## config.mk

```make
export PLATFORM = sky130hd
export DESIGN_NAME = tmbpo_push
export DESIGN_NICKNAME = d
export VERILOG_FILES = /design/src/hdl/tile_map_box_push_out_defines.svh /design/src/hdl/tmbpo_pkg.sv /design/src/hdl/tmbpo_push.sv
export SDC_FILE = /design/constraint.sdc
export NUM_CORES = 1
export LEC_CHECK = 0
export BUFFER_PORTS_ARGS = -buffer_cell sky130_fd_sc_hd__buf_4
export CAP_MARGIN = 20
export CORE_MARGIN = 2
export CORE_UTILIZATION = 55
export DETAILED_ROUTE_END_ITERATION = 8
export GPL_ROUTABILITY_DRIVEN = 0
export GPL_TIMING_DRIVEN = 0
export PLACE_DENSITY = 0.79
export SLEW_MARGIN = 40
export SYNTH_ARGS = -nofsm -noshare
export SYNTH_HDL_FRONTEND = slang
export SYNTH_SLANG_ARGS = --single-unit
```

## constraint.sdc

```tcl
create_clock -name vclk -period 16.7
set_clock_uncertainty 0.1 [all_clocks]
set_input_delay 1.67 -clock vclk [all_inputs]
set_output_delay 1.67 -clock vclk [all_outputs]
set_load 0.01 [all_outputs]
```

## src/hdl/tile_map_box_push_out_defines.svh

```systemverilog
// Assertion macros shared by the tile push-out RTL.
// Depends on nothing; expects clk and rst_n in the including scope.
`ifndef TILE_MAP_BOX_PUSH_OUT_DEFINES_SVH
`define TILE_MAP_BOX_PUSH_OUT_DEFINES_SVH

// Property checked on every clock edge outside reset.
`define TMBPO_ASSERT(lbl, prop, msg) \
    lbl: assert property (@(posedge clk) disable iff (!rst_n) prop) else $error(msg);

// Property checked on every clock edge, reset included.
`define TMBPO_ASSERT_ALWAYS(lbl, prop, msg) \
    lbl: assert property (@(posedge clk) prop) else $error(msg);

`endif

```

## src/hdl/tmbpo_pkg.sv

```systemverilog
// Shared constants, types and helpers for the tile push-out block.
// No dependencies.
package tmbpo_pkg;

    localparam int MAP_COLS_MAX = 64;
    localparam int MAP_ROWS_MAX = 64;
    localparam int TILE_SIZE    = 64;
    localparam int AGENT_SIZE   = 60;
    localparam int AGENT_HALF   = 30;
    localparam int FRAC_BITS    = 8;

    localparam int POS_W      = 22;
    localparam int CFG_W      = 7;
    localparam int IDX_W      = 6;
    localparam int TILE_SHIFT = FRAC_BITS + $clog2(TILE_SIZE);
    // working width: input plus four pushes of at most one tile
    localparam int WPOS_W     = POS_W + 3;
    localparam int DIFF_W     = WPOS_W + 1;
    localparam int CORNER_W   = POS_W + 2;
    localparam int TIDX_W     = CORNER_W - TILE_SHIFT;
    localparam int BANK_AW    = 2 * (IDX_W - 1);
    localparam int BANK_DEPTH = 1 << BANK_AW;
    localparam int CENTER_W   = IDX_W + TILE_SHIFT;

    localparam int AHALF = AGENT_HALF << FRAC_BITS;
    localparam int ASIZE = AGENT_SIZE << FRAC_BITS;
    localparam int THALF = (TILE_SIZE << FRAC_BITS) >> 1;
    localparam int MIND  = AHALF + THALF;

    localparam logic OP_WRITE = 1'b0;
    localparam logic OP_QUERY = 1'b1;

    localparam logic REG_MAP_COLUMNS = 1'b0;
    localparam logic REG_MAP_ROWS    = 1'b1;

    typedef logic signed [WPOS_W-1:0] wpos_t;
    typedef logic [IDX_W-1:0]         tidx_t;

    // one pipeline beat
    typedef struct packed {
        logic             valid;
        logic             query;
        wpos_t            x;
        wpos_t            y;
        logic [3:0]       hit;
        logic [3:0][IDX_W-1:0] col;
        logic [3:0][IDX_W-1:0] row;
    } stage_t;

    typedef struct packed {
        logic               en;
        logic [1:0]         bank;
        logic [BANK_AW-1:0] addr;
        logic               data;
    } map_wr_t;

    typedef struct packed {
        logic                   en;
        logic [3:0][BANK_AW-1:0] addr;
    } map_rd_t;

    // center of a tile along one axis
    function automatic logic [CENTER_W-1:0] tile_center(input tidx_t idx);
        logic [TILE_SHIFT-1:0] half;
        half = TILE_SHIFT'(THALF);
        return {idx, half};
    endfunction

endpackage

```

## src/hdl/tmbpo_push.sv

```systemverilog
// One push-out step: moves the position out of the tile under one corner.
// Depends on tmbpo_pkg.
module tmbpo_push (
    input  tmbpo_pkg::stage_t in,
    input  logic [1:0]        corner,
    output tmbpo_pkg::stage_t out
);

    localparam int DW = tmbpo_pkg::DIFF_W;

    logic signed [DW-1:0] cx, cy, dx, dy, adx, ady, xd, yd, xp, yp;
    logic signed [DW-1:0] nx, ny;
    logic                 act;

    always_comb
    begin
        // distance from agent center to tile center
        cx  = signed'(DW'(tmbpo_pkg::tile_center(in.col[corner])));
        cy  = signed'(DW'(tmbpo_pkg::tile_center(in.row[corner])));
        dx  = DW'(in.x) + DW'(tmbpo_pkg::AHALF) - cx;
        dy  = DW'(in.y) + DW'(tmbpo_pkg::AHALF) - cy;
        adx = dx[DW-1] ? -dx : dx;
        ady = dy[DW-1] ? -dy : dy;
        // overlap depth per axis
        xd  = DW'(tmbpo_pkg::MIND) - adx;
        yd  = DW'(tmbpo_pkg::MIND) - ady;
        xp  = (xd > 0) ? xd : '0;
        yp  = (yd > 0) ? yd : '0;
        act = in.hit[corner] && ((xd > 0) || (yd > 0));

        nx = DW'(in.x);
        ny = DW'(in.y);
        if (act)
        begin
            if (xp < yp)
            begin
                nx = dx[DW-1] ? (nx - xd) : (nx + xd);
            end
            else
            begin
                ny = dy[DW-1] ? (ny - yd) : (ny + yd);
            end
        end

        out   = in;
        out.x = nx[tmbpo_pkg::WPOS_W-1:0];
        out.y = ny[tmbpo_pkg::WPOS_W-1:0];
    end

endmodule

```

After elaboration in Yosys (flattened, before gate mapping)
Cells that the tools add are included.
{"block": "word_totals", "regBits": 0, "latchBits": 0, "ramBits": 0, "romBits": 0, "input_bits": 106, "wordCells": 34, "mem_count": 0}
{"block": "op_classes", "addsub": 12, "mul": 0, "n_div": 0, "magnitude_cmp": 4, "n_eq_ne": 0, "shift": 0, "mux": 16, "bitwise": 0, "reduce_logical": 2}
{"op": "$mux W25", "count": 6}
{"op": "$mux W26", "count": 4}
{"op": "$add A25 B14 Y26 const B", "count": 2}
{"op": "$gt A26 B1 Y1 const B", "count": 2}
{"op": "$neg A26 Y26", "count": 2}
{"op": "$sub A15 B26 Y26 const A", "count": 2}
{"op": "$sub A26 B21 Y26", "count": 2}
{"op": "$add A25 B25 Y25", "count": 2}
{"op": "$sub A25 B25 Y25", "count": 2}
{"op": "$lt A26 B26 Y1", "count": 1}
{"op": "$bmux W6 S2", "count": 2}
{"op": "$mux W6", "count": 2}
{"op": "$lt A2 B3 Y1 const B", "count": 1}
{"op": "$bmux W1 S2", "count": 1}
{"op": "$logic_and A1 B1 Y1", "count": 1}
{"op": "$logic_or A1 B1 Y1", "count": 1}
{"op": "$mux W1", "count": 1}

Logic depth before layout (Yosys ltp)
Gate-level depths: netlist of the first run.
{"block": "depth", "ltp_word": 11, "ltp_mapped": 42, "depth_no_buf": 35}

Least setup slack after synthesis of the first run
Ideal clock, no wire load.
{"block": "synth_timing", "path_type": "input port to output port", "start": "input corner[0]", "end": "output out[88] (netlist bit)", "arrival_time_ns": 10.106, "t_required_ns": 14.930, "slack_ns": 4.824, "stages": 36, "path_cell_list": "buf_1 mux4_2 inv_1 ha_1 ha_1 buf_2 nand3_1 or4_1 o31a_1 a21oi_4 o31a_1 o22ai_1 or2_1 buf_2 xnor2_1 or4b_1 or4b_4 nor4_2 a31o_2 clkbuf_1 nor2_1 ha_1 a21o_1 a21o_1 a21oi_1 nor2b_1 o21ai_0 nand2b_1 a21oi_1 nor2b_1 o21ai_0 nand2_1 o21bai_1 a311oi_1 o2111ai_2 o41ai_1"}
{"item": "start: declaration", "line": "tmbpo_push.sv:5", "source": "input logic [1:0] corner,"}
{"item": "end: declaration", "line": "tmbpo_push.sv:6", "source": "output tmbpo_pkg::stage_t out"}

==> results of run 1 <==
## stage by stage
step | setup slack [ns] | hold slack (ns) | utilization [%] | total power [mW] | cells
after floorplan | 4.82 | 3.33 | - | 0.876 | 1716
after global placement | 2.91 | 3.42 | 65.2 | 1.10 | 2198
after detailed placement | 3.50 | 3.42 | 65.3 | 1.13 | 2200
after CTS | 3.47 | 3.42 | 65.3 | 1.14 | 2200
after global routing | 2.47 | 3.43 | 65.4 | 1.27 | 2200
final | 3.20 | 3.42 | 65.4 | 1.16 | 2200
## cell usage in the layout, fill, tap and decap left out, drive strengths merged, types with 16 or more instances in the layout
cell    synthesis  final
a211oi         16     16
clkbuf         36     36
a21oi         101    101
ha            132    132
o21ai          95     95
nand4          22     22
or3            20     20
nand2b         21     21
buf            81    290
xnor2         131    131
nand2         169    169
or2            22     22
nor2          141    141
and2           31     31
o21a           24     24
xor2           53     53
inv            88     88
nor2b          18     18
and3           24     24
a31oi          17     17
nor4           28     28
o211ai         31     31
o31ai          31     31
a21o           28     28
nor3           66     66
nand3          50     50
## layout make-up
type	count	area, µm²
well taps	275	344
repair buffers	209	1560
multi-input cells	1511	10800
plain buffers	117	684
fillers	1947	7270
inverters	88	330
## logic make-up after synthesis
kind of cell,share of synthesized area [%]
simple gates,29.1
fa+ha+maj,14.0
buf+inv,8.60
xor+xnor,13.9
other cells,0.0637
mux,4.52
compound gates,29.8
## metal layers
metal	track usage, %	up-vias	share of wire [%]
li1	-	6731	-
met1	45.3	6435	45
met2	53.0	581	45
met3	2.21	55	7.8
met4	7.45	0	2.5
met5	0	-	0
## final timing paths
kind / start / end / slack (ns) / cells after the start
setup / recovery: corner[1] / out[76] / 3.20 / 39
hold / removal: in[102] / out[102] / 3.42 / 2
## critical path: cells and delay by family
kind,cells,cell delay [ns]
buffers and inverters,9,2.77
xor gates and xnor gates,2,0.29
and+or+nand+nor,7,1.31
adders and majority gates,3,0.98
AOI/OAI and AO/OA,17,4.28
muxes,1,0.40
## power by group
group | switching [mW] | internal [mW] | leakage (nW)
logic | 0.687 | 0.472 | 6.02
registers | 0 | 0 | 0
clock network | 0 | 0 | 0
total | 0.687 | 0.472 | 6.02
==> impl_metrics.yaml, run 1 <==
min_path:
  min_path_type: "input port to output port"
critical_path:
  crit_type: "input port to output port"
  critPathSlowestCell: "a221oi_1"
  critPathMaxStageDelay_ns: 0.59
  end_kind: "output port"
  start_kind: "input port"
  critPathMaxFanout: 10
  required_ns: 14.93
  worst-endpoint-arrival_ns: 11.73
timing:
  setup-violations-final: 0
  hold_violations: 0
  tns_ns: 0
  worstMarginPinSlew_ns: 0.784
  period_needed_ns: 13.50
  max_freq_ghz: 0.0741
  slew_viol_final: 0
  rsz0062_at_grt: "no"
  max_slew_margin_pct: 46.4
  timing.final.crit_share_pct: 80.9
route:
  drtAntennaViolNets: 0
  drtIter0Drc: 1170
  avgViaCountPerCell: 6.27
  totalWireLength_um: 37700
  routedWlPerCell_um: 17.1
  drc_errors: 0
  drtPass1Iterations: 6
  via_count: 13802
global_route:
  antenna_found_initial: 0
  grt_usage_pct: 32.0
  grt_pass1_wl_um: 60200
  grt_pass1_vias: 12395
  grt_remaining_overflow: 0
  grt_max_degree: 11
power:
  power_density_mw_per_mm2: 84.3
  p_leak_nw: 6.02
  peakVddDrop_v: 0.0000714
synth:
  yosysTopAreaCell: "ha_1"
  synth_common_cells: "nand2_1 (168), nor2_1 (140), ha_1 (132), xnor2_1 (131), a21oi_1 (98)"
  yosysWarnings: 0
  synth.distinct_cells: 111
  syn_inst: 1708
  yosysSeqAreaShare_pct: 0
  synth.most_common_cell: "nand2_1"
  synth_top_area_share_pct: 14.0
  syn_area_per_cell_um2: 6.90
  ys_top_cells_by_area: "ha_1 (14%), xnor2_1 (9.7%), nand2_1 (5.4%)"
  synth_area_mm2: 0.0118
cts:
  cts_hold_buf: 0
  ctsResizeCount: 0
  post_cts_buffers: 0
floorplan:
  dieArea_mm2: 0.0226
  core_mm2: 0.0210
  rows: 53
  initial_core_util_pct: 56.1
  die_h_um: 150
  ioPinCount: 210
  die_w_um: 150
layout:
  diodes: 0
  drive_above_1_share_pct: 19.1
  flops_and_latches: 0
  nNetsFinal: 2165
  fin_area_mm2: 0.0137
  area_growth_pct: 16.6
  nClkBuffers: 0
  register_area_um2: 0
placed_design:
  port_buffers: 207
  placed_area_mm2: 0.0137
  dp_hpwl_um: 31700
flow_run:
  drv_cap: 0
outcome:
  status: "finished clean"
No activity file was read; power rests on OpenSTA's default activity.
==> run 2, diff against run 1 <==
--- a/config.mk
+++ b/config.mk
@@ -8,11 +8,11 @@
 export BUFFER_PORTS_ARGS = -buffer_cell sky130_fd_sc_hd__buf_4
 export CAP_MARGIN = 20
 export CORE_MARGIN = 2
-export CORE_UTILIZATION = 55
+export CORE_UTILIZATION = 54
 export DETAILED_ROUTE_END_ITERATION = 8
 export GPL_ROUTABILITY_DRIVEN = 0
 export GPL_TIMING_DRIVEN = 0
-export PLACE_DENSITY = 0.79
+export PLACE_DENSITY = 0.81
 export SLEW_MARGIN = 40
 export SYNTH_ARGS = -nofsm -noshare
 export SYNTH_HDL_FRONTEND = slang
==> constraint.sdc (replaced) <==
create_clock -name vclk -period 12.2
set_clock_uncertainty 0.1 [all_clocks]
set_input_delay 1.22 -clock vclk [all_inputs]
set_output_delay 1.22 -clock vclk [all_outputs]
set_load 0.01 [all_outputs]
==> run 2 against run 1 <==
- sequential cell count unchanged
- global-route usage decreased by 0.49 points
- first-iteration DRC count decreased by 11%
- critical path depth decreased by 2
- hold slack got worse by 0.90 ns
- sequential share of layout area unchanged
- non-clock buffer count increased by 5
- die area increased by 1.8%
- setup slack got worse by 2.8 ns
- cell count increased by 0.45%
==> impl_metrics.yaml, run 2 (same netlist as run 1, synthesis figures left out) <==
outcome:
  status: "finished clean"
floorplan:
  die_w_um: 152
  core_mm2: 0.0216
  dieArea_mm2: 0.0230
  initial_core_util_pct: 54.5
  rows: 54
  ioPinCount: 210
  die_h_um: 152
layout:
  register_area_um2: 0
  final_core_util_pct: 64.0
  drive_above_1_share_pct: 20.0
  diodes: 0
  fill_cells: 2010
  layout_commonest_cell: "buf_4"
  nNetsFinal: 2170
  final_cell_mix: "buf_4 (272), nand2_1 (168), nor2_1 (140)"
  nClkBuffers: 0
  area_growth_pct: 17.4
  flops_and_latches: 0
critical_path:
  crit_type: "input port to output port"
  start_kind: "input port"
  critPathMaxStageDelay_ns: 0.61
  critPathMaxFanout: 13
  worst-endpoint-arrival_ns: 10.43
  end_kind: "output port"
  worst-path-buf-inv: 6
  critPathSlowestCell: "or4b_1"
  required_ns: 10.88
  cp_top_family: "compound AO/OA/AOI/OAI gates"
timing:
  max_freq_ghz: 0.0851
  period_needed_ns: 11.75
  timing.hold.ws_ns: 2.52
  setup-violations-final: 0
  worstMarginPinSlew_ns: 0.835
  rsz0062_at_grt: "no"
  slew_viol_final: 0
  hold_violations: 0
  max_slew_margin_pct: 43.9
  timing.final.crit_share_pct: 96.3
  tns_ns: 0
route:
  drtPass1Iterations: 5
  routedWlPerCell_um: 17.2
  drc_errors: 0
  totalWireLength_um: 38000
  drtAntennaViolNets: 0
  drtIter0Drc: 1037
  via_count: 13810
  avgViaCountPerCell: 6.25
global_route:
  grt_pass1_vias: 12576
  antenna_found_initial: 0
  grt_remaining_overflow: 0
  grt_pass1_wl_um: 60100
  grt_usage_pct: 31.5
  grt_max_degree: 14
power:
  p_total_mw: 1.59
  p_leak_nw: 6.07
  power_density_mw_per_mm2: 115
  peakVddDrop_v: 0.000124
min_path:
  min_path_type: "input port to output port"
placed_design:
  port_buffers: 207
  dp_hpwl_um: 31900
flow_run:
  drv_cap: 0
-- run 2: final timing paths --
check | depth (start not counted) | endpoint | start
worst min-delay path | 2 | out[102] | in[102]
worst max-delay path | 37 | out[87] | corner[0]
-- run 2: what timing repair did --
action,4_1_cts,5_1_grt
hold buffers,0,0
resized for setup,4,12
setup buffers,2,6
pin swaps,1,3
endpoints found under the setup margin,13,50
-- run 2: metal layers --
layer / track usage [%] / part of all wire, % / up-vias
met5: 0 / 0 / -
met4: 13.5 / 4.5 / 0
met3: 2.63 / 6.3 / 84
met2: 53.6 / 46 / 542
met1: 40.8 / 43 / 6448
li1: - / - / 6736
-- run 2: stage by stage --
stage	cells	setup WS (ns)	instance area [µm²]
6_report	2210	0.446	13800
5_1_grt	2210	0.00218	13800
4_1_cts	2205	0.127	13800
3_5_place_dp	2204	-0.149	13700
3_3_place_gp	2203	-0.645	13700
2_1_floorplan	1716	1.22	11800
-- run 2: final cells by class --
cell class	count	area (µm²)	area share (%)
Tap cell	280	350	2.53
Buffer	115	683	4.94
Timing Repair Buffer	216	1620	11.7
Inverter	88	330	2.39
Multi-Input combinational cell	1511	10900	78.4
-- run 2: report_power, final --
part | internal, mW | leakage (nW) | switching [mW] | total [mW]
Sequential | 0 | 0 | 0 | 0
Combinational | 0.647 | 6.07 | 0.945 | 1.59
Clock | 0 | 0 | 0 | 0
Total | 0.647 | 6.07 | 0.945 | 1.59
==> run 3, diff against run 2 <==
==> constraint.sdc (replaced) <==
create_clock -name vclk -period 12.2
set_clock_uncertainty 0.1 [all_clocks]
set_input_delay 1.22 -clock vclk [all_inputs]
set_output_delay 1.22 -clock vclk [all_outputs]
set_load 0.1 [all_outputs]
==> run 3 against run 2 <==
- critical endpoint is now out[101]
- die area stayed put
- maximum frequency hardly changed
- via count is 0.67% higher
- global-route usage is 0.28 points higher
- highest routed layer unchanged
==> impl_metrics.yaml, run 3 (same netlist as run 1, synthesis figures left out) <==
power:
  p_leak_nw: 6.14
  power_density_mw_per_mm2: 124
  peakVddDrop_v: 0.0000914
min_path:
  min_path_type: "input port to output port"
route:
  drc_errors: 0
  drtAntennaViolNets: 0
  avgViaCountPerCell: 6.28
  totalWireLength_um: 38100
  routedWlPerCell_um: 17.2
  via_count: 13902
  drtIter0Drc: 1310
  drtPass1Iterations: 6
timing:
  max_freq_ghz: 0.0852
  max_slew_margin_pct: 48.1
  worstMarginPinSlew_ns: 0.773
  period_needed_ns: 11.74
  slew_viol_final: 0
  setup-violations-final: 0
  hold_violations: 0
  tns_ns: 0
  setup_slack_ns: 0.458
  timing.final.crit_share_pct: 96.2
layout:
  nNetsFinal: 2173
  fill_cells: 1966
  layout_commonest_cell: "buf_4"
  drive_above_1_share_pct: 20.6
  register_area_um2: 0
  flops_and_latches: 0
  fin_area_mm2: 0.0140
  final_cell_mix: "buf_4 (263), nand2_1 (168), nor2_1 (140)"
  nClkBuffers: 0
  area_growth_pct: 18.6
  diodes: 0
floorplan:
  rows: 54
  dieArea_mm2: 0.0230
  ioPinCount: 210
  die_h_um: 152
  core_mm2: 0.0216
  initial_core_util_pct: 54.5
  die_w_um: 152
placed_design:
  placed_area_mm2: 0.0138
  dp_slack_ns: -0.320
  port_buffers: 207
  dp_hpwl_um: 32100
critical_path:
  crit_start: "corner[0]"
  crit_end: "out[101]"
  end_kind: "output port"
  critPathMaxFanout: 13
  worst-endpoint-arrival_ns: 10.42
  critPathSlowestCell: "a2111oi_1"
  critPathMaxStageDelay_ns: 0.64
  required_ns: 10.88
  crit_path_frequent_cell: "ha_1"
  start_kind: "input port"
  crit_type: "input port to output port"
global_route:
  grt_remaining_overflow: 0
  grt_usage_pct: 31.8
  grt_max_degree: 14
  grt_pass1_wl_um: 60700
  grt_pass1_vias: 12605
  antenna_found_initial: 0
flow_run:
  drv_cap: 0
outcome:
  status: "finished clean"
cts:
  cts_hold_buf: 0
==> run 3: changes by cell type in the layout (fill, tap and decap cells not counted), sizes merged <==
cell | previous run | this run
clkbuf | 36 | 39
==> run 3: layout make-up <==
type / count / area (µm²) / share of cell area (%)
Multi-Input combinational cell: 1511 / 10900 / 78.2
Tap cell: 280 / 350 / 2.51
Timing Repair Buffer: 219 / 1680 / 12.0
Inverter: 88 / 330 / 2.36
Buffer: 115 / 694 / 4.97
==> run 3: critical path: cells and delay by family <==
| family | cells | cell delay (ns) |
|---|---|---|
| simple gates | 7 | 1.92 |
| compound gates | 12 | 3.02 |
| xor+xnor | 2 | 0.47 |
| buf+inv | 8 | 2.37 |
| fa+ha+maj | 3 | 0.89 |
| mux | 1 | 0.52 |
==> run 3: metrics by stage <==
stage	utilization [%]	total power, mW	hold slack, ns	cells
after detailed placement	63.7	1.68	2.67	2205
after floorplan	-	1.33	2.55	1716
after CTS	63.8	1.69	2.67	2204
after global routing	64.7	1.88	2.67	2213
after global placement	63.6	1.64	2.67	2203
final	64.7	1.73	2.67	2213
==> run 3: worst min path at each step <==
stage                     startpoint        to  slack [ns]  cells after the start
final                        in[102]  out[102]        2.67                      2
after global placement       in[102]  out[102]        2.67                      2
after global routing         in[103]  out[103]        2.67                      2
after floorplan                in[0]    out[0]        2.55                      1
after detailed placement     in[102]  out[102]        2.67                      2
after CTS                    in[102]  out[102]        2.67                      2
==> run 3: timing repair <==
action / CTS / global route
gates resized for setup: 5 / 34
setup buffers: 0 / 10
pin swaps: 0 / 6
setup endpoints to repair: 29 / 50
==> run 3: where the power goes <==
part / leakage, nW / switching [mW] / total, mW / internal, mW
registers: 0 / 0 / 0 / 0
logic: 6.14 / 1.08 / 1.73 / 0.652
clock network: 0 / 0 / 0 / 0
==> run 3: per-layer routing <==
| metal | share of wire [%] | vias up | track usage (%) |
|---|---|---|---|
| met3 | 6.5 | 75 | 2.46 |
| met4 | 3.7 | 0 | 11.3 |
| met2 | 45 | 587 | 52.9 |
| met1 | 44 | 6479 | 43.1 |
| met5 | 0 | - | 0 |
| li1 | - | 6761 | - |
